<file path="src/rtl/core/tpp_pkg.sv">
// Shared types and constants for the trapezoid position profiler.
// Holds the controller/datapath command and status types and the CSR layout.
// No dependencies.
package tpp_pkg;

   // Field widths of the stored move state
   localparam int RAD_W   = 16;
   localparam int CAP_W   = 23;
   localparam int STEP_W  = 12;
   localparam int DFULL_W = 22;
   localparam int LIM_W   = 24;
   localparam int GOAL_W  = 24;
   localparam int PADDR_W = 3;

   // Clamp limits for a new move
   localparam int POS_MAX  = 8000000;
   localparam int RATE_MAX = 1600000;

   // x / 1000 == (x * RECIP_1000) >> RECIP_SHIFT for every x below 2^32
   localparam logic [31:0] RECIP_1000  = 32'd2199023256;
   localparam int          RECIP_SHIFT = 41;
   localparam int          QUOT_W      = 22;

   localparam logic [RAD_W-1:0] RADIUS_RESET = 16'd140;
   localparam logic [CAP_W-1:0] CAP_RESET    = 23'd286720;

   typedef enum logic [1:0] {
      ACT_TICK  = 2'd0,
      ACT_SET   = 2'd1,
      ACT_CLEAR = 2'd2,
      ACT_NONE  = 2'd3
   } action_type;

   typedef enum logic {
      CSR_RADIUS = 1'b0,
      CSR_CAP    = 1'b1
   } csr_idx_type;

   typedef enum logic [3:0] {
      ST_IDLE,
      ST_DECODE,
      ST_SQ,
      ST_BND,
      ST_VEL,
      ST_DIVV,
      ST_POS,
      ST_SET_DEC,
      ST_SET,
      ST_DONE
   } state_type;

   typedef enum logic [3:0] {
      OP_NONE,
      OP_ERR,
      OP_SQ,
      OP_BND,
      OP_VEL,
      OP_DIVV,
      OP_POS,
      OP_MUL_ACC,
      OP_MUL_DEC,
      OP_SET,
      OP_CLEAR
   } dp_op_type;

   typedef struct packed {
      dp_op_type op;
      logic      capture;
      logic      load_out;
   } dp_cmd_type;

   typedef struct packed {
      action_type action;
      logic       arrived;
   } dp_status_type;

   typedef struct packed {
      logic [RAD_W-1:0] arrival_radius;
      logic [CAP_W-1:0] speed_cap;
   } csr_type;

endpackage

</file>
<file path="src/rtl/core/tpp_chan_if.sv">
// Valid/ready channel interfaces for the profiler request and response.
// Uses no package.
interface tpp_req_if;
   logic               valid;
   logic               ready;
   logic [1:0]         action;
   logic signed [31:0] accel_rate;
   logic signed [31:0] decel_rate;
   logic signed [31:0] speed_limit;
   logic signed [31:0] target_pos;
   logic signed [31:0] feedback_pos;

   modport source (
      output valid, action, accel_rate, decel_rate, speed_limit, target_pos, feedback_pos,
      input  ready
   );
   modport sink (
      input  valid, action, accel_rate, decel_rate, speed_limit, target_pos, feedback_pos,
      output ready
   );
endinterface

interface tpp_rsp_if;
   logic               valid;
   logic               ready;
   logic signed [31:0] vel_ref;
   logic signed [31:0] pos_ref;
   logic               pending;
   logic signed [31:0] pos_error;

   modport source (
      output valid, vel_ref, pos_ref, pending, pos_error,
      input  ready
   );
   modport sink (
      input  valid, vel_ref, pos_ref, pending, pos_error,
      output ready
   );
endinterface

</file>
<file path="src/rtl/core/tpp_csr.sv">
// APB-style register block: arrival radius and speed cap.
// Depends on tpp_pkg.
module tpp_csr (
   input  logic                         clock,
   input  logic                         reset,
   input  logic                         psel,
   input  logic                         penable,
   input  logic                         pwrite,
   input  logic [tpp_pkg::PADDR_W-1:0]  paddr,
   input  logic [31:0]                  pwdata,
   output logic [31:0]                  prdata,
   output logic                         pready,
   output tpp_pkg::csr_type             cfg
);

   logic [tpp_pkg::RAD_W-1:0] radius_ff;
   logic [tpp_pkg::CAP_W-1:0] cap_ff;
   tpp_pkg::csr_idx_type      idx;
   logic                      wr_en;

   assign idx    = tpp_pkg::csr_idx_type'(paddr[2]);
   assign wr_en  = psel && penable && pwrite;
   assign pready = 1'b1;

   always_ff @(posedge clock) begin
      if (reset) begin
         radius_ff <= tpp_pkg::RADIUS_RESET;
         cap_ff    <= tpp_pkg::CAP_RESET;
      end else if (wr_en) begin
         unique case (idx)
            tpp_pkg::CSR_RADIUS: radius_ff <= pwdata[tpp_pkg::RAD_W-1:0];
            tpp_pkg::CSR_CAP:    cap_ff    <= pwdata[tpp_pkg::CAP_W-1:0];
            default: ;
         endcase
      end
   end

   always_comb begin
      unique case (idx)
         tpp_pkg::CSR_RADIUS: prdata = {{(32-tpp_pkg::RAD_W){1'b0}}, radius_ff};
         tpp_pkg::CSR_CAP:    prdata = {{(32-tpp_pkg::CAP_W){1'b0}}, cap_ff};
         default:             prdata = '0;
      endcase
   end

   assign cfg.arrival_radius = radius_ff;
   assign cfg.speed_cap      = cap_ff;

endmodule

</file>
<file path="src/rtl/core/tpp_dp.sv">
// Profiler datapath: move state, shared 32x32 multiplier, output registers.
// Steps on commands from tpp_ctrl; depends on tpp_pkg.
module tpp_dp (
   input  logic                   clock,
   input  logic                   reset,
   input  tpp_pkg::dp_cmd_type    cmd,
   output tpp_pkg::dp_status_type status,
   input  tpp_pkg::csr_type       cfg,
   input  logic [1:0]             action,
   input  logic signed [31:0]     accel_rate,
   input  logic signed [31:0]     decel_rate,
   input  logic signed [31:0]     speed_limit,
   input  logic signed [31:0]     target_pos,
   input  logic signed [31:0]     feedback_pos,
   output logic signed [31:0]     vel_ref,
   output logic signed [31:0]     pos_ref,
   output logic                   pending,
   output logic signed [31:0]     pos_error
);

   localparam logic signed [31:0] RATE_HI = 32'(tpp_pkg::RATE_MAX);
   localparam logic signed [31:0] RATE_LO = -RATE_HI;
   localparam logic signed [31:0] POS_HI  = 32'(tpp_pkg::POS_MAX);
   localparam logic signed [31:0] POS_LO  = -POS_HI;
   localparam logic [31:0]        INT_MAX = 32'h7FFF_FFFF;

   // latched request
   tpp_pkg::action_type in_action_ff;
   logic signed [31:0]  in_accel_ff, in_decel_ff, in_limit_ff, in_target_ff, in_fb_ff;

   // move state
   logic signed [31:0]                  velocity_ff, position_ff, last_error_ff;
   logic                                idle_ff, retarget_ff;
   logic signed [tpp_pkg::STEP_W-1:0]   accel_step_ff, decel_step_ff;
   logic signed [tpp_pkg::DFULL_W-1:0]  decel_full_ff;
   logic signed [tpp_pkg::LIM_W-1:0]    cruise_limit_ff;
   logic signed [tpp_pkg::GOAL_W-1:0]   goal_ff;

   // working registers
   logic signed [31:0] err_ff;
   logic [31:0]        mag_ff;
   logic [63:0]        mul_ff, sq_ff;
   logic               arrived_ff;

   // output registers
   logic signed [31:0] vel_out_ff, pos_out_ff, err_out_ff;
   logic               pend_out_ff;

   // combinational
   logic signed [tpp_pkg::DFULL_W-1:0] acc_c, dec_c;
   logic signed [31:0]                 lim32, cap32, tgt32;
   logic signed [32:0]                 diff33;
   logic signed [31:0]                 err_n;
   logic [31:0]                        mag_n, vmag, mul_a, mul_b;
   logic signed [tpp_pkg::STEP_W-1:0]  q_step, step_n;
   logic [tpp_pkg::QUOT_W-1:0]         q_pos;
   logic signed [32:0]                 v33, lim33, as33, ds33, rad33, err33, vn33, pos33;
   logic                               far, dfull_zero, dfull_pos, arrive_n;
   logic signed [31:0]                 vel_n, goal_ext;

   function automatic logic signed [tpp_pkg::DFULL_W-1:0] clamp_rate(
      input logic signed [31:0] x);
      logic signed [31:0] r;
      if (x > RATE_HI)      r = RATE_HI;
      else if (x < RATE_LO) r = RATE_LO;
      else                  r = x;
      return r[tpp_pkg::DFULL_W-1:0];
   endfunction

   function automatic logic [31:0] rate_mag(input logic signed [tpp_pkg::DFULL_W-1:0] x);
      logic signed [tpp_pkg::DFULL_W-1:0] m;
      m = x[tpp_pkg::DFULL_W-1] ? -x : x;
      return {{(32-tpp_pkg::DFULL_W){1'b0}}, m};
   endfunction

   function automatic logic signed [31:0] sat32(input logic signed [32:0] x);
      logic signed [31:0] r;
      if (x > 33'sd2147483647)       r = 32'h7FFF_FFFF;
      else if (x < -33'sd2147483648) r = 32'h8000_0000;
      else                           r = x[31:0];
      return r;
   endfunction

   always_comb begin
      acc_c = clamp_rate(in_accel_ff);
      dec_c = clamp_rate(in_decel_ff);

      cap32 = $signed({{(32-tpp_pkg::CAP_W){1'b0}}, cfg.speed_cap});
      if (in_limit_ff > cap32)       lim32 = '0;
      else if (in_limit_ff < -cap32) lim32 = -cap32;
      else                           lim32 = in_limit_ff;

      if (in_target_ff > POS_HI)      tgt32 = POS_HI;
      else if (in_target_ff < POS_LO) tgt32 = POS_LO;
      else                            tgt32 = in_target_ff;

      goal_ext = {{(32-tpp_pkg::GOAL_W){goal_ff[tpp_pkg::GOAL_W-1]}}, goal_ff};
      diff33   = {goal_ext[31], goal_ext} - {in_fb_ff[31], in_fb_ff};
      err_n    = sat32(diff33);
      mag_n    = err_n[31] ? (32'd0 - unsigned'(err_n)) : unsigned'(err_n);
      vmag     = velocity_ff[31] ? (32'd0 - unsigned'(velocity_ff)) : unsigned'(velocity_ff);

      // shared multiplier operands
      mul_a = '0;
      mul_b = '0;
      case (cmd.op)
         tpp_pkg::OP_SQ: begin
            mul_a = vmag;
            mul_b = vmag;
         end
         tpp_pkg::OP_BND: begin
            // 2*dec * (|err| + 1) bounds v*v from below when the stop is too far
            mul_a = {{(31-tpp_pkg::DFULL_W){1'b0}}, decel_full_ff, 1'b0};
            mul_b = mag_ff + 32'd1;
         end
         tpp_pkg::OP_DIVV:    mul_a = vmag;
         tpp_pkg::OP_MUL_ACC: mul_a = rate_mag(acc_c);
         tpp_pkg::OP_MUL_DEC: mul_a = rate_mag(dec_c);
         default: ;
      endcase
      case (cmd.op) inside
         tpp_pkg::OP_DIVV, tpp_pkg::OP_MUL_ACC, tpp_pkg::OP_MUL_DEC: mul_b = tpp_pkg::RECIP_1000;
         default: ;
      endcase

      q_step = $signed(mul_ff[tpp_pkg::RECIP_SHIFT +: tpp_pkg::STEP_W]);
      q_pos  = mul_ff[tpp_pkg::RECIP_SHIFT +: tpp_pkg::QUOT_W];
      step_n = '0;
      if (cmd.op == tpp_pkg::OP_MUL_DEC) step_n = acc_c[tpp_pkg::DFULL_W-1] ? -q_step : q_step;
      else                               step_n = dec_c[tpp_pkg::DFULL_W-1] ? -q_step : q_step;

      // stopping-distance test: min(v*v / dec / 2, INT32_MAX) > |err|
      dfull_zero = (decel_full_ff == '0);
      dfull_pos  = !decel_full_ff[tpp_pkg::DFULL_W-1] && !dfull_zero;
      far        = (mag_ff < INT_MAX) && (dfull_zero || (dfull_pos && (sq_ff >= mul_ff)));

      v33   = {velocity_ff[31], velocity_ff};
      lim33 = {{(33-tpp_pkg::LIM_W){cruise_limit_ff[tpp_pkg::LIM_W-1]}}, cruise_limit_ff};
      as33  = {{(33-tpp_pkg::STEP_W){accel_step_ff[tpp_pkg::STEP_W-1]}}, accel_step_ff};
      ds33  = {{(33-tpp_pkg::STEP_W){decel_step_ff[tpp_pkg::STEP_W-1]}}, decel_step_ff};
      rad33 = $signed({{(33-tpp_pkg::RAD_W){1'b0}}, cfg.arrival_radius});
      err33 = {err_ff[31], err_ff};

      arrive_n = 1'b0;
      vn33     = v33;
      if (err33 > rad33) begin
         if (v33 > lim33 || far) vn33 = v33 - ds33;
         else if (v33 != lim33)  vn33 = v33 + as33;
      end else if (err33 < -rad33) begin
         if (v33 < -lim33 || far) vn33 = v33 + ds33;
         else if (v33 != -lim33)  vn33 = v33 - as33;
      end else begin
         arrive_n = 1'b1;
      end
      vel_n = sat32(vn33);

      // advance position by velocity / 1000, truncated toward zero
      if (velocity_ff[31]) pos33 = {position_ff[31], position_ff} -
                                   $signed({{(33-tpp_pkg::QUOT_W){1'b0}}, q_pos});
      else                 pos33 = {position_ff[31], position_ff} +
                                   $signed({{(33-tpp_pkg::QUOT_W){1'b0}}, q_pos});
   end

   always_ff @(posedge clock) begin
      if (cmd.capture) begin
         in_action_ff <= tpp_pkg::action_type'(action);
         in_accel_ff  <= accel_rate;
         in_decel_ff  <= decel_rate;
         in_limit_ff  <= speed_limit;
         in_target_ff <= target_pos;
         in_fb_ff     <= feedback_pos;
      end
      case (cmd.op)
         tpp_pkg::OP_ERR: begin
            err_ff <= err_n;
            mag_ff <= mag_n;
         end
         tpp_pkg::OP_BND: sq_ff <= mul_ff;
         default: ;
      endcase
      case (cmd.op) inside
         tpp_pkg::OP_SQ, tpp_pkg::OP_BND, tpp_pkg::OP_DIVV,
         tpp_pkg::OP_MUL_ACC, tpp_pkg::OP_MUL_DEC: mul_ff <= 64'(mul_a) * 64'(mul_b);
         default: ;
      endcase
      if (cmd.load_out) begin
         vel_out_ff  <= velocity_ff;
         pos_out_ff  <= position_ff;
         pend_out_ff <= idle_ff;
         err_out_ff  <= last_error_ff;
      end
   end

   always_ff @(posedge clock) begin
      if (reset) begin
         velocity_ff     <= '0;
         position_ff     <= '0;
         idle_ff         <= 1'b1;
         retarget_ff     <= 1'b0;
         accel_step_ff   <= '0;
         decel_step_ff   <= '0;
         decel_full_ff   <= '0;
         cruise_limit_ff <= '0;
         goal_ff         <= '0;
         last_error_ff   <= '0;
         arrived_ff      <= 1'b0;
      end else begin
         case (cmd.op)
            tpp_pkg::OP_ERR: begin
               last_error_ff <= err_n;
               if (retarget_ff) begin
                  retarget_ff <= 1'b0;
                  if (velocity_ff == '0) position_ff <= in_fb_ff;
               end
            end
            tpp_pkg::OP_VEL: begin
               arrived_ff <= arrive_n;
               if (arrive_n) begin
                  idle_ff     <= 1'b1;
                  velocity_ff <= '0;
                  position_ff <= goal_ext;
               end else begin
                  velocity_ff <= vel_n;
               end
            end
            tpp_pkg::OP_POS:     position_ff   <= sat32(pos33);
            tpp_pkg::OP_MUL_DEC: accel_step_ff <= step_n;
            tpp_pkg::OP_SET: begin
               decel_step_ff   <= step_n;
               decel_full_ff   <= dec_c;
               cruise_limit_ff <= lim32[tpp_pkg::LIM_W-1:0];
               goal_ff         <= tgt32[tpp_pkg::GOAL_W-1:0];
               idle_ff         <= 1'b0;
               retarget_ff     <= 1'b1;
            end
            tpp_pkg::OP_CLEAR: begin
               velocity_ff <= '0;
               idle_ff     <= 1'b1;
               retarget_ff <= 1'b0;
            end
            default: ;
         endcase
      end
   end

   assign status.action  = in_action_ff;
   assign status.arrived = arrived_ff;

   assign vel_ref   = vel_out_ff;
   assign pos_ref   = pos_out_ff;
   assign pending   = pend_out_ff;
   assign pos_error = err_out_ff;

   a_clear_stops: assert property (@(posedge clock) disable iff (reset)
      cmd.op == tpp_pkg::OP_CLEAR |=> velocity_ff == '0 && idle_ff && !retarget_ff)
      else $error("clear left the axis moving");

   a_arrive_parks: assert property (@(posedge clock) disable iff (reset)
      cmd.op == tpp_pkg::OP_VEL && arrive_n |=> position_ff == goal_ext && velocity_ff == '0)
      else $error("arrival did not park on the goal");

   a_step_range: assert property (@(posedge clock) disable iff (reset)
      accel_step_ff <= 12'sd1600 && accel_step_ff >= -12'sd1600 &&
      decel_step_ff <= 12'sd1600 && decel_step_ff >= -12'sd1600)
      else $error("per-tick step outside the rate clamp");

endmodule

</file>
<file path="src/rtl/core/tpp_ctrl.sv">
// Profiler sequencer: accepts a transaction, steps the datapath through it,
// then hands the result to the output register. Depends on tpp_pkg.
module tpp_ctrl (
   input  logic                   clock,
   input  logic                   reset,
   input  logic                   req_valid,
   output logic                   req_ready,
   output logic                   rsp_valid,
   input  logic                   rsp_ready,
   output tpp_pkg::dp_cmd_type    cmd,
   input  tpp_pkg::dp_status_type status
);

   tpp_pkg::state_type state_ff, state_in;
   logic               rsp_valid_ff, rsp_valid_in;
   logic               req_fire;

   always_ff @(posedge clock) begin
      if (reset) begin
         state_ff     <= tpp_pkg::ST_IDLE;
         rsp_valid_ff <= 1'b0;
      end else begin
         state_ff     <= state_in;
         rsp_valid_ff <= rsp_valid_in;
      end
   end

   assign req_fire = req_valid && req_ready;

   always_comb begin
      state_in     = state_ff;
      req_ready    = 1'b0;
      cmd.op       = tpp_pkg::OP_NONE;
      cmd.capture  = 1'b0;
      cmd.load_out = 1'b0;
      unique case (state_ff)
         tpp_pkg::ST_IDLE: begin
            req_ready   = 1'b1;
            cmd.capture = req_valid;
            if (req_valid) state_in = tpp_pkg::ST_DECODE;
         end
         tpp_pkg::ST_DECODE: begin
            unique case (status.action)
               tpp_pkg::ACT_TICK: begin
                  cmd.op   = tpp_pkg::OP_ERR;
                  state_in = tpp_pkg::ST_SQ;
               end
               tpp_pkg::ACT_SET: begin
                  cmd.op   = tpp_pkg::OP_MUL_ACC;
                  state_in = tpp_pkg::ST_SET_DEC;
               end
               tpp_pkg::ACT_CLEAR: begin
                  cmd.op   = tpp_pkg::OP_CLEAR;
                  state_in = tpp_pkg::ST_DONE;
               end
               default: state_in = tpp_pkg::ST_DONE;
            endcase
         end
         tpp_pkg::ST_SQ: begin
            cmd.op   = tpp_pkg::OP_SQ;
            state_in = tpp_pkg::ST_BND;
         end
         tpp_pkg::ST_BND: begin
            cmd.op   = tpp_pkg::OP_BND;
            state_in = tpp_pkg::ST_VEL;
         end
         tpp_pkg::ST_VEL: begin
            cmd.op   = tpp_pkg::OP_VEL;
            state_in = tpp_pkg::ST_DIVV;
         end
         tpp_pkg::ST_DIVV: begin
            // skip the position advance once parked on the goal
            if (status.arrived) begin
               state_in = tpp_pkg::ST_DONE;
            end else begin
               cmd.op   = tpp_pkg::OP_DIVV;
               state_in = tpp_pkg::ST_POS;
            end
         end
         tpp_pkg::ST_POS: begin
            cmd.op   = tpp_pkg::OP_POS;
            state_in = tpp_pkg::ST_DONE;
         end
         tpp_pkg::ST_SET_DEC: begin
            cmd.op   = tpp_pkg::OP_MUL_DEC;
            state_in = tpp_pkg::ST_SET;
         end
         tpp_pkg::ST_SET: begin
            cmd.op   = tpp_pkg::OP_SET;
            state_in = tpp_pkg::ST_DONE;
         end
         tpp_pkg::ST_DONE: begin
            // hold until the output register is free
            if (!rsp_valid_ff || rsp_ready) begin
               cmd.load_out = 1'b1;
               state_in     = tpp_pkg::ST_IDLE;
            end
         end
         default: state_in = tpp_pkg::ST_IDLE;
      endcase
   end

   always_comb begin
      if (cmd.load_out)   rsp_valid_in = 1'b1;
      else if (rsp_ready) rsp_valid_in = 1'b0;
      else                rsp_valid_in = rsp_valid_ff;
   end

   assign rsp_valid = rsp_valid_ff;

   a_load_when_free: assert property (@(posedge clock) disable iff (reset)
      cmd.load_out |-> !rsp_valid_ff || rsp_ready)
      else $error("result overwrote an unread transaction");

   a_one_in_flight: assert property (@(posedge clock) disable iff (reset)
      req_fire |=> !req_ready)
      else $error("second transaction accepted while one is in progress");

   a_ops_in_work: assert property (@(posedge clock) disable iff (reset)
      cmd.op != tpp_pkg::OP_NONE |-> state_ff != tpp_pkg::ST_IDLE &&
                                     state_ff != tpp_pkg::ST_DONE)
      else $error("datapath op issued outside a work state");

endmodule

</file>
<file path="src/rtl/core/trapezoid_position_profiler_unit.sv">
// Top level of the trapezoid position profiler: CSR block, sequencer, datapath.
// Depends on tpp_pkg, tpp_chan_if, tpp_csr, tpp_ctrl and tpp_dp.
//
//   channel   direction  handshake              content
//   req_ch    in         valid/ready            action, rates, limit, target, feedback
//   rsp_ch    out        valid/ready            vel_ref, pos_ref, pending, pos_error
//   APB       in/out     psel/penable, pready   arrival_radius @0x0, speed_cap @0x4
//
// A tick runs decode, square, bound, velocity, divide and position (no position step
// on arrival), a set decode, set-decel and set, a clear or unused code decode alone;
// the next transaction is accepted the cycle after the result loads. The sequencer
// steps through the single shared 32x32 multiplier (v*v, stopping bound, divide by
// 1000) once per step. Reset is synchronous and restores control, CSR and move state
// only. A finished result waits in the output register; the next transaction is
// accepted meanwhile, and its result holds in the sequencer until that slot frees.
module trapezoid_position_profiler_unit (
   input  logic                         clock,
   input  logic                         reset,
   tpp_req_if.sink                      req_ch,
   tpp_rsp_if.source                    rsp_ch,
   input  logic                         psel,
   input  logic                         penable,
   input  logic                         pwrite,
   input  logic [tpp_pkg::PADDR_W-1:0]  paddr,
   input  logic [31:0]                  pwdata,
   output logic [31:0]                  prdata,
   output logic                         pready
);

   tpp_pkg::csr_type       cfg;
   tpp_pkg::dp_cmd_type    cmd;
   tpp_pkg::dp_status_type status;

   tpp_csr u_csr (
      .clock   (clock),
      .reset   (reset),
      .psel    (psel),
      .penable (penable),
      .pwrite  (pwrite),
      .paddr   (paddr),
      .pwdata  (pwdata),
      .prdata  (prdata),
      .pready  (pready),
      .cfg     (cfg)
   );

   tpp_ctrl u_ctrl (
      .clock     (clock),
      .reset     (reset),
      .req_valid (req_ch.valid),
      .req_ready (req_ch.ready),
      .rsp_valid (rsp_ch.valid),
      .rsp_ready (rsp_ch.ready),
      .cmd       (cmd),
      .status    (status)
   );

   tpp_dp u_dp (
      .clock        (clock),
      .reset        (reset),
      .cmd          (cmd),
      .status       (status),
      .cfg          (cfg),
      .action       (req_ch.action),
      .accel_rate   (req_ch.accel_rate),
      .decel_rate   (req_ch.decel_rate),
      .speed_limit  (req_ch.speed_limit),
      .target_pos   (req_ch.target_pos),
      .feedback_pos (req_ch.feedback_pos),
      .vel_ref      (rsp_ch.vel_ref),
      .pos_ref      (rsp_ch.pos_ref),
      .pending      (rsp_ch.pending),
      .pos_error    (rsp_ch.pos_error)
   );

endmodule

</file>
<file path="src/flat_wrapper.sv">
// flat-port wrapper written by rule: the top's interface ports become plain ports
module trapezoid_position_profiler_unit_flat 
  (clock, reset, psel, penable, pwrite, paddr, pwdata, prdata, pready, req_ch_valid, req_ch_action, req_ch_accel_rate, req_ch_decel_rate, req_ch_speed_limit, req_ch_target_pos, req_ch_feedback_pos, req_ch_ready, rsp_ch_valid, rsp_ch_vel_ref, rsp_ch_pos_ref, rsp_ch_pending, rsp_ch_pos_error, rsp_ch_ready);
  tpp_req_if req_ch_i ();
  tpp_rsp_if rsp_ch_i ();
  input  logic clock;
  input  logic reset;
  input  logic psel;
  input  logic penable;
  input  logic pwrite;
  input  logic [tpp_pkg::PADDR_W-1:0] paddr;
  input  logic [31:0] pwdata;
  output logic [31:0] prdata;
  output logic pready;
  input wire logic [$bits(req_ch_i.valid)-1:0] req_ch_valid;
  input wire logic [$bits(req_ch_i.action)-1:0] req_ch_action;
  input wire logic [$bits(req_ch_i.accel_rate)-1:0] req_ch_accel_rate;
  input wire logic [$bits(req_ch_i.decel_rate)-1:0] req_ch_decel_rate;
  input wire logic [$bits(req_ch_i.speed_limit)-1:0] req_ch_speed_limit;
  input wire logic [$bits(req_ch_i.target_pos)-1:0] req_ch_target_pos;
  input wire logic [$bits(req_ch_i.feedback_pos)-1:0] req_ch_feedback_pos;
  output wire logic [$bits(req_ch_i.ready)-1:0] req_ch_ready;
  output wire logic [$bits(rsp_ch_i.valid)-1:0] rsp_ch_valid;
  output wire logic [$bits(rsp_ch_i.vel_ref)-1:0] rsp_ch_vel_ref;
  output wire logic [$bits(rsp_ch_i.pos_ref)-1:0] rsp_ch_pos_ref;
  output wire logic [$bits(rsp_ch_i.pending)-1:0] rsp_ch_pending;
  output wire logic [$bits(rsp_ch_i.pos_error)-1:0] rsp_ch_pos_error;
  input wire logic [$bits(rsp_ch_i.ready)-1:0] rsp_ch_ready;
  assign req_ch_i.valid = req_ch_valid;
  assign req_ch_i.action = req_ch_action;
  assign req_ch_i.accel_rate = req_ch_accel_rate;
  assign req_ch_i.decel_rate = req_ch_decel_rate;
  assign req_ch_i.speed_limit = req_ch_speed_limit;
  assign req_ch_i.target_pos = req_ch_target_pos;
  assign req_ch_i.feedback_pos = req_ch_feedback_pos;
  assign req_ch_ready = req_ch_i.ready;
  assign rsp_ch_valid = rsp_ch_i.valid;
  assign rsp_ch_vel_ref = rsp_ch_i.vel_ref;
  assign rsp_ch_pos_ref = rsp_ch_i.pos_ref;
  assign rsp_ch_pending = rsp_ch_i.pending;
  assign rsp_ch_pos_error = rsp_ch_i.pos_error;
  assign rsp_ch_i.ready = rsp_ch_ready;
  trapezoid_position_profiler_unit u_core (.clock(clock), .reset(reset), .req_ch(req_ch_i), .rsp_ch(rsp_ch_i), .psel(psel), .penable(penable), .pwrite(pwrite), .paddr(paddr), .pwdata(pwdata), .prdata(prdata), .pready(pready));
endmodule
</file>
<file path="config.mk">
export PLATFORM = sky130hd
export DESIGN_NAME = trapezoid_position_profiler_unit_flat
export DESIGN_NICKNAME = d
export VERILOG_FILES = /design/src/rtl/core/tpp_pkg.sv /design/src/rtl/core/tpp_chan_if.sv /design/src/rtl/core/tpp_csr.sv /design/src/rtl/core/tpp_dp.sv /design/src/rtl/core/tpp_ctrl.sv /design/src/rtl/core/trapezoid_position_profiler_unit.sv /design/src/flat_wrapper.sv
export SDC_FILE = /design/constraint.sdc
export NUM_CORES = 2
export LEC_CHECK = 0
export CAP_MARGIN = 15
export CORE_MARGIN = 5
export CORE_UTILIZATION = 63
export CTS_CLUSTER_DIAMETER = 30
export DETAILED_ROUTE_END_ITERATION = 6
export DONT_BUFFER_PORTS = 1
export PLACE_DENSITY = 0.83
export SYNTH_ARGS = -nofsm -noshare
export SYNTH_HDL_FRONTEND = slang
export SYNTH_HIERARCHICAL = 1
export SYNTH_SLANG_ARGS = --single-unit
</file>
<file path="constraint.sdc">
create_clock -name clock -period 14.3 [get_ports clock]
set_input_delay 1.43 -clock clock [delete_from_list [all_inputs] [get_ports clock]]
set_output_delay 1.43 -clock clock [all_outputs]
set_load 0.1 [all_outputs]
</file>
# [Yosys cells after proc, flatten, opt, wreduce, memory -nomap -nowiden]
# Index checks and enable logic that the tools add are counted.
# W data, S select, Z words.
[word_totals] wordCells=184 inputBits=204 regBits=688 out_inout_bits=132
[classes] mul=1 bitwise=1 addsub=16 order_cmp=20 eq_ne=28 muxes=57 reduce_logical=31
[op_table] operator="$mux W32" n=12
[op_table] operator="$mux W33" n=7
[op_table] operator="$pmux W32 S2" n=3
[op_table] operator="$mux W22" n=6
[op_table] operator="$pmux W32 S4" n=1
[op_table] operator="$gt A33 B32 Y1 const B" n=3
[op_table] operator="$lt A33 B32 Y1 const B" n=3
[op_table] operator="$mux W24" n=4
[op_table] operator="$pmux W32 S3" n=1
[op_table] operator="$add A32 B12 Y33" n=2
[op_table] operator="$lt A32 B33 Y1" n=2
[op_table] operator="$sub A32 B12 Y33" n=2
[op_table] operator="$ge A64 B64 Y1" n=1
[op_table] operator="$gt A32 B22 Y1 const B" n=2
[op_table] operator="$gt A32 B24 Y1" n=2
[op_table] operator="$lt A32 B22 Y1 const B" n=2
[op_table] operator="$mul A32 B32 Y64" n=1
[op_table] operator="$sub A1 B32 Y32 const A" n=2
[op_table] operator="$neg A22 Y22" n=2
[op_table] operator="$mux W12" n=3
[op_table] operator="$pmux W4 S9" n=1
[op_table] operator="$add A32 B23 Y33" n=1
[op_table] operator="$ne A32 B33 Y1" n=1
[op_table] operator="$neg A16 Y33" n=1
[op_table] operator="other kinds (43)" n=89

# [Depth between registers and ports, before layout]
[depth] ltp_word=15 mapped_depth=52 depth_no_buf=47

# [Cells and area by module]
# The synthesis kept the hierarchy.
[modules_own_cells] mod="tpp_dp" cells_each=8936 area_each_um2=78559.1 n_inst=1 seq_area_each_um2=17376.7
[modules_own_cells] mod="tpp_csr" cells_each=197 area_each_um2=2029.4 n_inst=1 seq_area_each_um2=780.7
[modules_own_cells] mod="tpp_ctrl" cells_each=64 area_each_um2=464.2 n_inst=1 seq_area_each_um2=100.1

# [Worst setup path before layout]
# OpenSTA, ideal clock, no wires.
[synth_timing] path_type="register to register" start="register u_core.u_dp.in_action_ff[1]" end="register u_core.u_dp.mul_ff[61], data pin" setup_time_ps=274 synth_period_minus_slack_ps=11654 arrival_ps=11380 slack_ps=2646 n_path_buf=3 t_required_ps=14026 path_stages_with_launch=39 cell_sequence="edfxtp_1 inv_1 ha_1 nor3_1 o32ai_1 clkbuf_1 nand3_1 clkinv_1 clkbuf_1 nand2_1 o21ai_1 clkbuf_1 nand2_1 fa_1 inv_1 fa_1 fa_1 inv_1 [3 not listed] fa_1 fa_1 inv_1 fa_1 inv_1 ha_1 and3_1 and2_1 nand3_1 nor3_1 o41ai_1 a31oi_1 o22a_1 a41o_1 o41a_1 a21oi_1 o41ai_1 xor2_1"
[synth_lines] element="start, declared" line="tpp_dp.sv:28" rtl="tpp_pkg::action_type in_action_ff;"
[synth_lines] element="start signal, assigned" line="tpp_dp.sv:166" rtl="in_action_ff <= tpp_pkg::action_type'(action);"
[synth_lines] element="end signal, assigned" line="tpp_dp.sv:183" rtl="tpp_pkg::OP_MUL_ACC, tpp_pkg::OP_MUL_DEC: mul_ff <= 64'(mul_a) * 64'(mul_b);"
[synth_lines] element="end, declared" line="tpp_dp.sv:42" rtl="logic [63:0] mul_ff, sq_ff;"

# [Worst setup path in the final report]
[layout_timing] start="register u_core.u_dp.in_decel_ff[4]" end="register u_core.u_dp.mul_ff[63], data pin"
[layout_between] elab_chain_len=7 elab_cells_between_ends=8 cone_classes="1 x add/sub; 1 x mul; 2 x order compare; 4 x mux"
[layout_lines] element="start, declared" line="tpp_dp.sv:29" rtl="logic signed [31:0] in_accel_ff, in_decel_ff, in_limit_ff, in_target_ff, in_fb_ff;"
[layout_lines] element="start signal, assigned" line="tpp_dp.sv:168" rtl="in_decel_ff <= decel_rate;"
[layout_lines] element="$lt A32 B22 Y1" line="tpp_dp.sv:65" rtl="else if (x < RATE_LO) r = RATE_LO;"
[layout_lines] element="$mux W22" line="tpp_dp.sv:65"
[layout_lines] element="$mux W22 *" line="tpp_dp.sv:64" rtl="if (x > RATE_HI) r = RATE_HI;"
[layout_lines] element="$neg A22 Y22" line="tpp_dp.sv:72" rtl="m = x[tpp_pkg::DFULL_W-1] ? -x : x;"
[layout_lines] element="$mux W22 *" line="tpp_dp.sv:72"
[layout_lines] element="$pmux W32 S4 *" line="tpp_dp.sv:106" rtl="case (cmd.op)"
[layout_lines] element="$mul A32 B32 Y64 *" line="tpp_dp.sv:183"
# Mark *: on every way between the ends. The rest lies on a longest branch, timed or not.
# A chain may end at the register's enable or synchronous reset.

==> reports/qor.csv <==
stage,metric,value,unit
clock_tree,cts_sinks,687,
global_route,antenna_found_initial,23,
sta,fin_tns_setup,0,ns
status,violations,DRC,
floorplan,die_x,368.7,um
sta,period_minus_slack,13.85,ns
yosys,synth_cells,9197,
sta,setup_viol,0,
setup_path,worstSetupPathType,register to register,
placed_design,dpl_cell_area,82810,um2
floorplan,start_util,63.48,%
setup_path,rr_endpoint,u_core/u_dp/mul_ff[63]$_DFFE_PP_,
yosys,synth.largest_area_cell,fa_1,
detailed_routing,via_per_inst,6.478,
clock_tree,clk_pin_slew,0.06,ns
yosys,syn_avg_cell_area,8.813,um2
yosys,synthMostInstantiatedCell,inv_1,
clock_tree,numCtsBuffers,132,
yosys,synthTopCellsByCount,"1359 x inv_1, 1015 x nand2_1, 904 x nor2_1",
detailed_routing,drc,7,
yosys,ys_seq_area_share,22.53,%
setup_path,critical_path.startpoint,u_core/u_dp/in_decel_ff[4]$_DFFE_PP_,
placed_design,io_buffers,0,
pwr,vdd_drop_max,0.4520,mV
sta,max_freq,72.21,MHz
global_route,grt_pass1_vias,69495,
sta,rsz0062_at_grt,no,
yosys,netlist.area_leader.share,22.28,%
setup_path,cpPeakStageDelay,0.72,ns
setup_path,cp-end-kind,register,
floorplan,die_area,135900,um2
pwr,power_leakage,39.54,nW
setup_path,cp.required,14.78,ns
sta,timing.slew.headroom,9.773,%
clock_tree,cts-htree-levels,4,
clock_tree,ctsLongestPathBuffers,3,
global_route,grt_overflow,0,
global_route,grt_max_degree,239,
min_path,hp-start,u_core/u_dp/last_error_ff[11]$_SDFFE_PP0N_,
yosys,ys_seq_elements,687,
sta,fin_crit_sh,96.85,%
sta,slew_viol_final,0,
global_route,grt_pass1_wl,413800,um
setup_path,cp.arrival,14.33,ns
floorplan,std_cell_rows,131,
clock_tree,root_buffer,clkbuf_16,
global_route,grtUsageTotal,39.90,%
yosys,syn_area,81050,um2
layout,top_regs,"u_core/u_dp/mul_ff x64, u_core/u_dp/sq_ff x64",
setup_path,ff2ff_path_depth,43,
min_path,hold_path_end,u_core/u_dp/pos_error[11]$_DFFE_PP_,
clock_tree,worstSkewPairLatency,0.77,ns
placed_design,place_congestion,1.075,
layout,layout-drive-gt1-share,6.151,%
detailed_routing,antenna_left,0,
sta,finalClockSkew,0.04722,ns
yosys,ys_warn_count,6,
yosys,synth_area_leaders,"fa_1 22%, edfxtp_1 17%, ha_1 11%",
detailed_routing,drtIter0Drc,8266,
yosys,synthArstFlopShare,0,%
yosys,synth_top_flop_cell,edfxtp_1,
setup_path,rrSetupSlack,0.45,ns
sta,final_hold_viol_count,0,
status,run_status,finished with violations,
min_path,hold_class,register to register,
min_path,worstHoldPathCells,0,
sta,worstMarginPinSlew,1.353,ns
floorplan,chipHeight,368.7,um
clock_tree,cts_tree,done,
yosys,synth_cell_types,118,
layout,nNetsFinal,10847,
detailed_routing,drtPass1Iterations,7,
clock_tree,cts_hold_buf,0,
layout,fin_area,87580,um2
yosys,synth_edf_count,450,
floorplan,core,127700,um2
pwr,powerDensity,220.5,nW/um2
detailed_routing,dr_total_vias,70182,
layout,area_growth,8.058,%
setup_path,critPathSlowestCell,nor3_1,
setup_path,crit_path_frequent_cell,fa_1,
floorplan,num_io_pins,336,
setup_path,crit_fanout,26,
detailed_routing,drt-wirelength-per-cell,25.34,um
setup_path,cp-start-kind,register,
setup_path,r2r-start,u_core/u_dp/in_decel_ff[4]$_DFFE_PP_,
placed_design,hpwl,211200,um
detailed_routing,drt-total-wl,274600,um
job,drv_cap,0,
[layout by cell type (no fill, tap or decap), drive strengths merged, types with 176 or more instances in the layout]
master / instances
nor2: 907
edfxtp: 450
ha: 698
nor3: 176
fa: 902
a21oi: 492
inv: 1388
xnor2: 280
o21ai: 300
nand2: 1015
dfxtp: 237
[cell families after synthesis]
logic type	after synthesis	synth area share, %
fa+ha+maj	1609	33.17
simple gates	2888	16.26
other cells	4	0.01852
compound gates	1704	14.03
flops	687	22.53
buf+inv	1826	8.676
xor+xnor	404	4.366
mux	75	0.9586
[how the worst max path moves through the flow]
| stage | endpoint | slack (ns) | cells past startpoint |
|---|---|---|---|
| 5_1_grt | u_core/u_dp/mul_ff[63]$_DFFE_PP_ | 0.05 | 42 |
| 3_3_place_gp | u_core/u_dp/mul_ff[63]$_DFFE_PP_ | 1.07 | 44 |
| 2_1_floorplan | u_core/u_dp/mul_ff[61]$_DFFE_PP_ | 2.65 | 38 |
| 6_report | u_core/u_dp/mul_ff[63]$_DFFE_PP_ | 0.45 | 43 |
| 4_1_cts | u_core/u_dp/mul_ff[63]$_DFFE_PP_ | 0.90 | 43 |
| 3_5_place_dp | u_core/u_dp/mul_ff[63]$_DFFE_PP_ | 0.99 | 43 |
[through the flow]
step                      utilization [%]  power [mW]  setup WS, ns  instances  hold WS [ns]
after CTS                           68.53       18.83        0.9047      10813        0.4318
after detailed placement            64.86       15.51        0.9851      10569        0.4180
after global placement              64.86       15.28         1.072      10569        0.4158
after floorplan                         -       11.71         2.646       9211        0.4081
after global routing                68.56       20.28       0.05192      10818        0.4384
final                               68.59       19.31        0.4510      10834        0.4312
[per-layer routing]
| layer | track usage [%] | up-vias | routed length (um) |
|---|---|---|---|
| met3 | 14.16 | 1051 | 36510 |
| met5 | 0 | - | 115 |
| met2 | 58.13 | 4534 | 115600 |
| li1 | - | 30523 | - |
| met1 | 51.28 | 34058 | 102400 |
| met4 | 23.99 | 16 | 19950 |
[where the power goes]
| group | total, mW | switching, mW | internal [mW] |
|---|---|---|---|
| Clock | 3.23 | 1.15 | 2.08 |
| Combinational | 12.5 | 8.48 | 4.05 |
| Sequential | 3.56 | 0.702 | 2.85 |
| Total | 19.3 | 10.3 | 8.98 |
[area by class of cell]
| class | count | area (um2) |
|---|---|---|
| diodes | 19 | 47.55 |
| clock buffers | 160 | 3585 |
| clock inverters | 84 | 1107 |
| fillers | 9789 | 40100 |
| inverters | 1365 | 5126 |
| multi-input cells | 6698 | 56150 |
| flip-flops and latches | 687 | 18260 |
| well taps | 1662 | 2079 |
| repair buffers | 159 | 1226 |
[timing repair]
item                                    CTS  global route
endpoints found under the setup margin    0             2
buffers inserted                          0             0
gates resized for setup                   0             1
[critical path: cells and delay by family (launching register included)]
kind	cells	cell delay, ns
xor gates and xnor gates	1	0.09
AOI/OAI and AO/OA	17	4.73
buffers and inverters	5	0.28
DFF	1	0.46
adders and majority gates	10	4.86
and+or+nand+nor	10	3.12
No activity file was read; power rests on OpenSTA's default activity.
